### src/design/fbs_pkg.sv
package fbs_pkg;

  localparam int unsigned IN_TIME_W      = 16;
  localparam int unsigned ID_W           = 5;
  localparam int unsigned TICK_W         = 21;
  localparam int unsigned SUM_W          = 25;
  localparam int unsigned MAX_PROCS_DEF  = 16;
  localparam int unsigned TIME_BITS_DEF  = 16;

  typedef struct packed {
    logic [IN_TIME_W-1:0] arrival_time;
    logic [IN_TIME_W-1:0] burst_length;
    logic                 batch_end;
  } in_beat_t;

  typedef struct packed {
    logic [ID_W-1:0]   process_id;
    logic [TICK_W-1:0] start_tick;
    logic [TICK_W-1:0] finish_tick;
    logic [TICK_W-1:0] wait_ticks;
    logic [TICK_W-1:0] turnaround_ticks;
    logic [SUM_W-1:0]  sum_wait;
    logic [SUM_W-1:0]  sum_turnaround;
    logic              final_result;
  } out_beat_t;

  typedef enum logic [1:0] {
    ST_LOAD = 2'b01,
    ST_EMIT = 2'b10
  } fbs_state_e;

  typedef struct packed {
    logic insert;
    logic issue;
  } ctrl_cmd_t;

  typedef struct packed {
    logic full;
    logic one_left;
    logic a_free;
  } dp_stat_t;

endpackage

### src/design/fbs_if.sv
interface fbs_in_if ();
  logic               valid;
  logic               ready;
  fbs_pkg::in_beat_t  data;

  modport source (output valid, output data, input ready);
  modport sink   (input valid, input data, output ready);
endinterface

interface fbs_out_if ();
  logic               valid;
  logic               ready;
  fbs_pkg::out_beat_t data;

  modport source (output valid, output data, input ready);
  modport sink   (input valid, input data, output ready);
endinterface

### src/design/fbs_ctrl.sv
module fbs_ctrl (
  input  logic                clk_i,
  input  logic                rst_ni,
  input  logic                in_valid_i,
  input  logic                in_last_i,
  input  fbs_pkg::dp_stat_t   stat_i,
  output logic                in_ready_o,
  output fbs_pkg::ctrl_cmd_t  cmd_o
);
  import fbs_pkg::*;

  fbs_state_e state_q, state_d;
  logic       accept;

  always_comb begin
    in_ready_o   = (state_q == ST_LOAD);
    accept       = in_valid_i && in_ready_o;
    // A beat that finds the store full is dropped, but it can still close the batch.
    cmd_o.insert = accept && !stat_i.full;
    cmd_o.issue  = (state_q == ST_EMIT) && stat_i.a_free;
    state_d      = state_q;
    unique case (state_q)
      ST_LOAD: begin
        if (accept && in_last_i) state_d = ST_EMIT;
      end
      ST_EMIT: begin
        if (cmd_o.issue && stat_i.one_left) state_d = ST_LOAD;
      end
      default: state_d = ST_LOAD;
    endcase
  end

  always_ff @(posedge clk_i or negedge rst_ni) begin
    if (!rst_ni) begin
      state_q <= ST_LOAD;
    end else begin
      state_q <= state_d;
    end
  end

endmodule

### src/design/fbs_dp.sv
module fbs_dp #(
  parameter int unsigned MAX_PROCS = fbs_pkg::MAX_PROCS_DEF,
  parameter int unsigned TIME_BITS = fbs_pkg::TIME_BITS_DEF
) (
  input  logic                clk_i,
  input  logic                rst_ni,
  input  fbs_pkg::ctrl_cmd_t  cmd_i,
  input  fbs_pkg::in_beat_t   in_data_i,
  output fbs_pkg::dp_stat_t   stat_o,
  fbs_out_if.source           out_o
);
  import fbs_pkg::*;

  localparam int unsigned TW    = (TIME_BITS < IN_TIME_W) ? TIME_BITS : IN_TIME_W;
  localparam int unsigned CNT_W = $clog2(MAX_PROCS + 1);
  localparam int unsigned CLK_W = TW + CNT_W;

  typedef struct packed {
    logic [TW-1:0]    arr;
    logic [TW-1:0]    bur;
    logic [CNT_W-1:0] pid;
  } cell_t;

  // Sorted cell array: entry 0 always holds the earliest arrival.
  cell_t            cell_q  [MAX_PROCS];
  cell_t            up_cell [MAX_PROCS];
  cell_t            dn_cell [MAX_PROCS];
  logic             gt      [MAX_PROCS];
  logic             ins     [MAX_PROCS];
  logic             up_ins  [MAX_PROCS];
  cell_t            new_cell;
  logic [CNT_W-1:0] count_q, count_d;

  // Issue stage.
  logic [CLK_W-1:0] clock_q, clock_d;
  logic [CLK_W-1:0] head_arr, start_t, finish_t;
  logic             a_valid_q, a_valid_d;
  logic [CLK_W-1:0] a_start_q, a_finish_q, a_arr_q;
  logic [CNT_W-1:0] a_pid_q;
  logic             a_last_q;

  // Result stage.
  logic             out_free, b_load;
  logic             ov_q, ov_d;
  logic [SUM_W-1:0] acc_w_q, acc_w_d, acc_t_q, acc_t_d;
  out_beat_t        ob_q;

  always_comb begin
    new_cell.arr = in_data_i.arrival_time[TW-1:0];
    new_cell.bur = in_data_i.burst_length[TW-1:0];
    new_cell.pid = count_q + CNT_W'(1);
    for (int k = 0; k < MAX_PROCS; k++) begin
      gt[k]  = (CNT_W'(k) < count_q) && (cell_q[k].arr > new_cell.arr);
      ins[k] = (CNT_W'(k) < count_q) ? gt[k] : (CNT_W'(k) == count_q);
    end
  end

  for (genvar g = 0; g < MAX_PROCS; g++) begin : g_cell
    if (g == 0) begin : g_head
      assign up_ins[g]  = 1'b0;
      assign up_cell[g] = new_cell;
    end else begin : g_body
      assign up_ins[g]  = ins[g-1];
      assign up_cell[g] = cell_q[g-1];
    end
    if (g == MAX_PROCS - 1) begin : g_tail
      assign dn_cell[g] = cell_q[g];
    end else begin : g_inner
      assign dn_cell[g] = cell_q[g+1];
    end

    always_ff @(posedge clk_i) begin
      if (cmd_i.insert && ins[g]) begin
        cell_q[g] <= up_ins[g] ? up_cell[g] : new_cell;
      end else if (cmd_i.issue) begin
        cell_q[g] <= dn_cell[g];
      end
    end
  end

  always_comb begin
    stat_o.full     = (count_q == CNT_W'(MAX_PROCS));
    stat_o.one_left = (count_q == CNT_W'(1));

    count_d = count_q;
    if (cmd_i.insert) begin
      count_d = count_q + CNT_W'(1);
    end else if (cmd_i.issue) begin
      count_d = count_q - CNT_W'(1);
    end

    // The time counter idles forward to the arrival when it is ahead of now.
    head_arr = CLK_W'(cell_q[0].arr);
    start_t  = (clock_q < head_arr) ? head_arr : clock_q;
    finish_t = start_t + CLK_W'(cell_q[0].bur);
    clock_d  = clock_q;
    if (cmd_i.issue) begin
      clock_d = stat_o.one_left ? '0 : finish_t;
    end

    out_free  = !ov_q || out_o.ready;
    b_load    = a_valid_q && out_free;
    a_valid_d = cmd_i.issue || (a_valid_q && !b_load);
    ov_d      = b_load || (ov_q && !out_o.ready);

    acc_w_d = acc_w_q + SUM_W'(a_start_q) - SUM_W'(a_arr_q);
    acc_t_d = acc_t_q + SUM_W'(a_finish_q) - SUM_W'(a_arr_q);

    stat_o.a_free   = !a_valid_q || b_load;
  end

  always_ff @(posedge clk_i or negedge rst_ni) begin
    if (!rst_ni) begin
      count_q   <= '0;
      clock_q   <= '0;
      a_valid_q <= 1'b0;
      ov_q      <= 1'b0;
      acc_w_q   <= '0;
      acc_t_q   <= '0;
    end else begin
      count_q   <= count_d;
      clock_q   <= clock_d;
      a_valid_q <= a_valid_d;
      ov_q      <= ov_d;
      if (b_load) begin
        acc_w_q <= a_last_q ? '0 : acc_w_d;
        acc_t_q <= a_last_q ? '0 : acc_t_d;
      end
    end
  end

  always_ff @(posedge clk_i) begin
    if (cmd_i.issue) begin
      a_start_q  <= start_t;
      a_finish_q <= finish_t;
      a_arr_q    <= head_arr;
      a_pid_q    <= cell_q[0].pid;
      a_last_q   <= stat_o.one_left;
    end
    if (b_load) begin
      ob_q.process_id       <= ID_W'(a_pid_q);
      ob_q.start_tick       <= TICK_W'(a_start_q);
      ob_q.finish_tick      <= TICK_W'(a_finish_q);
      ob_q.wait_ticks       <= TICK_W'(a_start_q - a_arr_q);
      ob_q.turnaround_ticks <= TICK_W'(a_finish_q - a_arr_q);
      ob_q.sum_wait         <= a_last_q ? acc_w_d : '0;
      ob_q.sum_turnaround   <= a_last_q ? acc_t_d : '0;
      ob_q.final_result     <= a_last_q;
    end
  end

  assign out_o.valid = ov_q;
  assign out_o.data  = ob_q;

endmodule

### src/design/fcfs_batch_scheduler.sv
// Channel  Dir  Beat                                      Accepted when
// in_i     in   arrival, burst, batch_end                 valid && ready
// out_o    out  id, start, finish, wait, turnaround, sums valid && ready
//
// Each loading beat is inserted into the sorted cell array, or dropped if full.
// After the beat that closes a batch, the input is held off while one process
// a cycle leaves the head of the array, unless a stalled output holds issue; the
// clock-advance step (compare, select, add) in the issue stage sets that rate.
// The first result goes through the issue and result stages; a stalled output
// stops issue once the issue and result stages are both full. Reset clears
// control state, counters and totals only; the cell contents need no clearing.
module fcfs_batch_scheduler #(
  parameter int unsigned MAX_PROCS = fbs_pkg::MAX_PROCS_DEF,
  parameter int unsigned TIME_BITS = fbs_pkg::TIME_BITS_DEF
) (
  input  logic       clk_i,
  input  logic       rst_ni,
  fbs_in_if.sink     in_i,
  fbs_out_if.source  out_o
);
  import fbs_pkg::*;

  ctrl_cmd_t cmd;
  dp_stat_t  stat;

  fbs_ctrl u_ctrl (
    .clk_i      (clk_i),
    .rst_ni     (rst_ni),
    .in_valid_i (in_i.valid),
    .in_last_i  (in_i.data.batch_end),
    .stat_i     (stat),
    .in_ready_o (in_i.ready),
    .cmd_o      (cmd)
  );

  fbs_dp #(
    .MAX_PROCS (MAX_PROCS),
    .TIME_BITS (TIME_BITS)
  ) u_dp (
    .clk_i     (clk_i),
    .rst_ni    (rst_ni),
    .cmd_i     (cmd),
    .in_data_i (in_i.data),
    .stat_o    (stat),
    .out_o     (out_o)
  );

`ifndef SYNTHESIS
  a_close_blocks_input: assert property (@(posedge clk_i) disable iff (!rst_ni)
    (in_i.valid && in_i.ready && in_i.data.batch_end) |=> !in_i.ready)
    else $error("input still open after the closing beat");

  a_issue_not_loading: assert property (@(posedge clk_i) disable iff (!rst_ni)
    cmd.issue |-> (!cmd.insert && !in_i.ready))
    else $error("issue overlaps loading");

  a_sums_only_final: assert property (@(posedge clk_i) disable iff (!rst_ni)
    (out_o.valid && !out_o.data.final_result) |->
      (out_o.data.sum_wait == '0 && out_o.data.sum_turnaround == '0))
    else $error("totals on a result that is not final");
`endif

endmodule
### src/flat_wrapper.sv
// flat-port wrapper written by rule: the top's interface ports become plain ports
module fcfs_batch_scheduler_flat import fbs_pkg::*;
#(
  parameter int unsigned MAX_PROCS = fbs_pkg::MAX_PROCS_DEF,
  parameter int unsigned TIME_BITS = fbs_pkg::TIME_BITS_DEF
)
  (clk_i, rst_ni, in_i_valid, in_i_data, in_i_ready, out_o_valid, out_o_data, out_o_ready);
  fbs_in_if in_i_i ();
  fbs_out_if out_o_i ();
  input  logic clk_i;
  input  logic rst_ni;
  input wire logic [$bits(in_i_i.valid)-1:0] in_i_valid;
  input wire logic [$bits(in_i_i.data)-1:0] in_i_data;
  output wire logic [$bits(in_i_i.ready)-1:0] in_i_ready;
  output wire logic [$bits(out_o_i.valid)-1:0] out_o_valid;
  output wire logic [$bits(out_o_i.data)-1:0] out_o_data;
  input wire logic [$bits(out_o_i.ready)-1:0] out_o_ready;
  assign in_i_i.valid = in_i_valid;
  assign in_i_i.data = in_i_data;
  assign in_i_ready = in_i_i.ready;
  assign out_o_valid = out_o_i.valid;
  assign out_o_data = out_o_i.data;
  assign out_o_i.ready = out_o_ready;
  fcfs_batch_scheduler #(.MAX_PROCS(MAX_PROCS), .TIME_BITS(TIME_BITS)) u_core (.clk_i(clk_i), .rst_ni(rst_ni), .in_i(in_i_i), .out_o(out_o_i));
endmodule
### config.mk
export PLATFORM = sky130hd
export DESIGN_NAME = fcfs_batch_scheduler_flat
export DESIGN_NICKNAME = d
export VERILOG_FILES = /design/src/design/fbs_pkg.sv /design/src/design/fbs_if.sv /design/src/design/fbs_ctrl.sv /design/src/design/fbs_dp.sv /design/src/design/fcfs_batch_scheduler.sv /design/src/flat_wrapper.sv
export SDC_FILE = /design/constraint.sdc
export NUM_CORES = 2
export LEC_CHECK = 0
export ABC_AREA = 1
export BUFFER_PORTS_ARGS = -buffer_cell sky130_fd_sc_hd__buf_2
export CORE_AREA = 2 2 456 322
export CTS_CLUSTER_SIZE = 30
export DETAILED_ROUTE_END_ITERATION = 8
export DIE_AREA = 0 0 458 324
export PLACE_DENSITY = 0.58
export SLEW_MARGIN = 0
export SYNTH_ARGS = -nofsm -noshare
export SYNTH_HDL_FRONTEND = slang
export SYNTH_HIERARCHICAL = 1
export SYNTH_SLANG_ARGS = --single-unit
export TNS_END_PERCENT = 50
### constraint.sdc
create_clock -name clk_i -period 11.3 [get_ports clk_i]
set_input_delay 1.695 -clock clk_i [delete_from_list [all_inputs] [get_ports clk_i]]
set_output_delay 1.695 -clock clk_i [all_outputs]
set_load 0.005 [all_outputs]
==> run metrics <==
outcome complete, no violations; Synthesized Nets 7594; Post-CTS Setup Inserts 0; CTS Buf Count 99; total track usage 25.5%; Resized cells post-CTS 0; DP Wirelength 143000 um; Required @ worst endpoint 11.76 ns; Starting Density 39.7%; Hold Crit Class flop to flop; total power 15400 uW; I/O Pins 179; commonest non-fill, non-tap cell in the layout nand2_1; first-pass GRT wire length 294000 um; synth warn 6; Slew Viols, Final 0; DRT antenna net count 0; post-synthesis register bit count 876; final worst slack 4.89 ns; Buffers on Ports 178; worst path cell trace buf_2, inv_1, ha_1, nand2_1, nor3_1, a21oi_1, nand2_1, buf_4, nand2_1, buf_4, nand2_2, nand2_2, nand2_1, nand2_1; die area 148000 um2; # DRC 0; f_max 156 MHz; EDFF count, synth 796; DR vias 51067; clk root buf clkbuf_16; final setup fails 0; syn avg cell area 8.03 um2; CP Capture Type flop; Max stage delay cell, worst path nand2_2; area grow syn2layout 9.08%; Die Height 324 um; max-cap violation count 0; slowest stage delay, CP 0.74 ns; H-Tree Depth 3; Fill cells 14456; Max VDD drop 0.152 mV; critical-path maximum fanout 39; Top cell by count, worst path nand2_1; Worst Path Buf+Inv 4; CP arrival 6.86 ns; Post-synth ARST share 9.13%; core region area 144000 um2; 1st-pass router iterations 8; CTS sink cnt 876; vias in the first global route 46628; hold_buf cts 0; Max Clock Skew 0.0502 ns; gr ovfl total 0; Final period util 56.7%; Worst-Margin Slew 1.13 ns; Synth cell types 52; most frequent cells in the layout nand2_1 (2792), nand3_1 (1191), edfxtp_1 (796); Total Routed Length 194000 um; max_slew headroom 24.5%; Final nets 7530; number of antenna violations at the first check in global routing 2; WL/cell 21.4 um; final hold vios 0; min cycle time layout 6.41 ns; Worst Setup Start Kind input pin; clk slew on worst S/H paths 0.07 ns; Clock Latency Late Sink 0.75 ns; Pleak 0.0291 uW; dpl ws 4.28 ns; crit path kind input pin to flop; Longest Clk Path Bufs 3; fraction of final layout cells sized beyond drive strength 1 7.38%; area leader, netlist edfxtp_1; setup TNS 0 ns; PD cells 246 nW/um2; cell count after synthesis 7138; GP Congestion 0.946; register area share after synthesis 45.2%; Cell Area, Synth 57300 um2; cell family with most CP delay simple AND/OR/NAND/NOR gates; RSZ-0062 raised after global routing false; pin count of the biggest net entering global routing 85; top cells by area, synth edfxtp_1 (42%), nand2_1 (18%), nand3_1 (10%); vias per cell 5.64; Iter 0 DRT Violations 6245; top_reg_cell synth edfxtp_1; post-synth top area share 41.7%; die width 458 um; CTS tree yes; FP Rows 117; Post-Route Utilization 43.3%
[routing by layer]
layer / wire length [um] / track usage [%]
met1: 97600 / 42.4
met4: 2530 / 4.15
met5: 26 / 0
met2: 74100 / 33.6
met3: 19800 / 4.83
[final cells by class]
type                       count  area [um2]  share of cell area (%)
antenna                        1        2.50                 0.00400
clock buffer                 127        2680                    4.30
clock inverter                56         662                    1.06
inverter                     414        1560                    2.49
multi-input combinational   5401       27600                    44.2
sequential                   876       25900                    41.5
tap                         1904        2380                    3.81
timing repair buffer         282        1670                    2.68
[synthesized netlist by cell type, types with 2 or more instances]
master / count
a211oi_1: 2
a21boi_0: 6
a21o_1: 10
a21oi_1: 250
a221oi_1: 2
a22o_1: 4
a31oi_1: 5
and2_1: 9
buf_1: 25
buf_2: 162
buf_4: 63
buf_6: 13
buf_8: 4
clkbuf_1: 180
dfrtp_1: 79
edfxtp_1: 796
fa_1: 35
ha_1: 384
inv_1: 405
inv_2: 9
nand2_1: 2800
nand2_2: 36
nand2_4: 4
nand3_1: 1191
nand3_2: 12
nand3b_1: 14
nand4_1: 38
nor2_1: 196
nor2_2: 5
nor3_1: 39
nor3b_1: 8
nor4_1: 13
o211ai_1: 6
o21a_1: 16
o21ai_0: 157
o21ai_1: 4
o21ai_2: 2
o21bai_1: 27
o221ai_1: 2
o22ai_1: 29
or2_2: 4
xnor2_1: 41
xor2_1: 42
[power breakdown]
| group | switching [uW] | internal, uW |
|---|---|---|
| Sequential | 510 | 4680 |
| Clock | 1480 | 1900 |
| Combinational | 4700 | 2100 |
[through the flow]
| step | hold slack, ns | area, um2 | std cells |
|---|---|---|---|
| global placement | 0.401 | 59100 | 8877 |
| CTS | 0.411 | 62500 | 9060 |
| global route | 0.420 | 62500 | 9060 |
| finish | 0.411 | 62500 | 9061 |
| detailed placement | 0.406 | 59100 | 8877 |
| floorplan | 0.400 | 57300 | 7138 |
[worst register-to-register path: stages (launching register included)]
cell      delay [ns]
edfxtp_1        0.59
inv_1           0.13
ha_1            0.33
nand3_1         0.08
o221ai_1        0.48
nand3_1         0.13
nand3_1         0.19
buf_4           0.33
nand2_1         0.08
o21ai_0         0.14
ha_1            0.29
inv_1           0.07
fa_1            0.41
o21ai_0         0.46
nand2_1         0.12
nand2_1         0.22
a21boi_0        0.16
xor2_1          0.41
inv_1           0.08
[flip-flops by register name, summed over array words and instances (netlist names)]
name,cells
u_core/u_dp/out_o.valid,1
u_core/u_dp/a_arr_q,16
u_core/u_dp/acc_w_q,25
u_core/u_dp/clock_q,21
u_core/u_dp/a_finish_q,21
u_core/u_dp/a_valid_q,1
u_core/u_dp/count_q,5
u_core/u_dp/a_pid_q,5
u_core/u_dp/a_last_q,1
u_core/u_dp/out_o.data,140
u_core/u_dp/acc_t_q,25
u_core/u_dp/a_start_q,21
u_core/u_dp/cell_q,592
u_core/u_ctrl/state_q,2
[final timing paths]
check	start	endpoint	slack (ns)	cells past startpoint
setup / recovery	in_i_data[32]	u_core/u_dp/cell_q[0][103]$_DFFE_PP_	4.89	14
hold / removal	u_core/u_dp/a_pid_q[2]$_DFFE_PP_	u_core/u_dp/out_o.data[137]$_DFFE_PP_	0.41	0
setup reg to reg	u_core/u_dp/cell_q[0][25]$_DFFE_PP_	u_core/u_dp/a_finish_q[10]$_DFFE_PP_	6.36	18
hold reg to reg	u_core/u_dp/a_pid_q[2]$_DFFE_PP_	u_core/u_dp/out_o.data[137]$_DFFE_PP_	0.41	0
max in group asynchronous	rst_ni	u_core/u_dp/acc_t_q[21]$_DFFE_PN0P_	9.16	2
min in group asynchronous	rst_ni	u_core/u_dp/acc_w_q[1]$_DFFE_PN0P_	0.97	1
[logic make-up (layout without fill, tap and decap cells)]
group,after synthesis,in the layout,synth area share [%]
buf+inv,861,879,6.66
fa+ha+maj,419,419,9.61
xor+xnor,83,83,1.27
simple gates,4373,4373,32.2
flops,876,876,45.2
other cells,0,1,0
compound gates,526,526,5.05
Power figures use the tool's default switching activity.
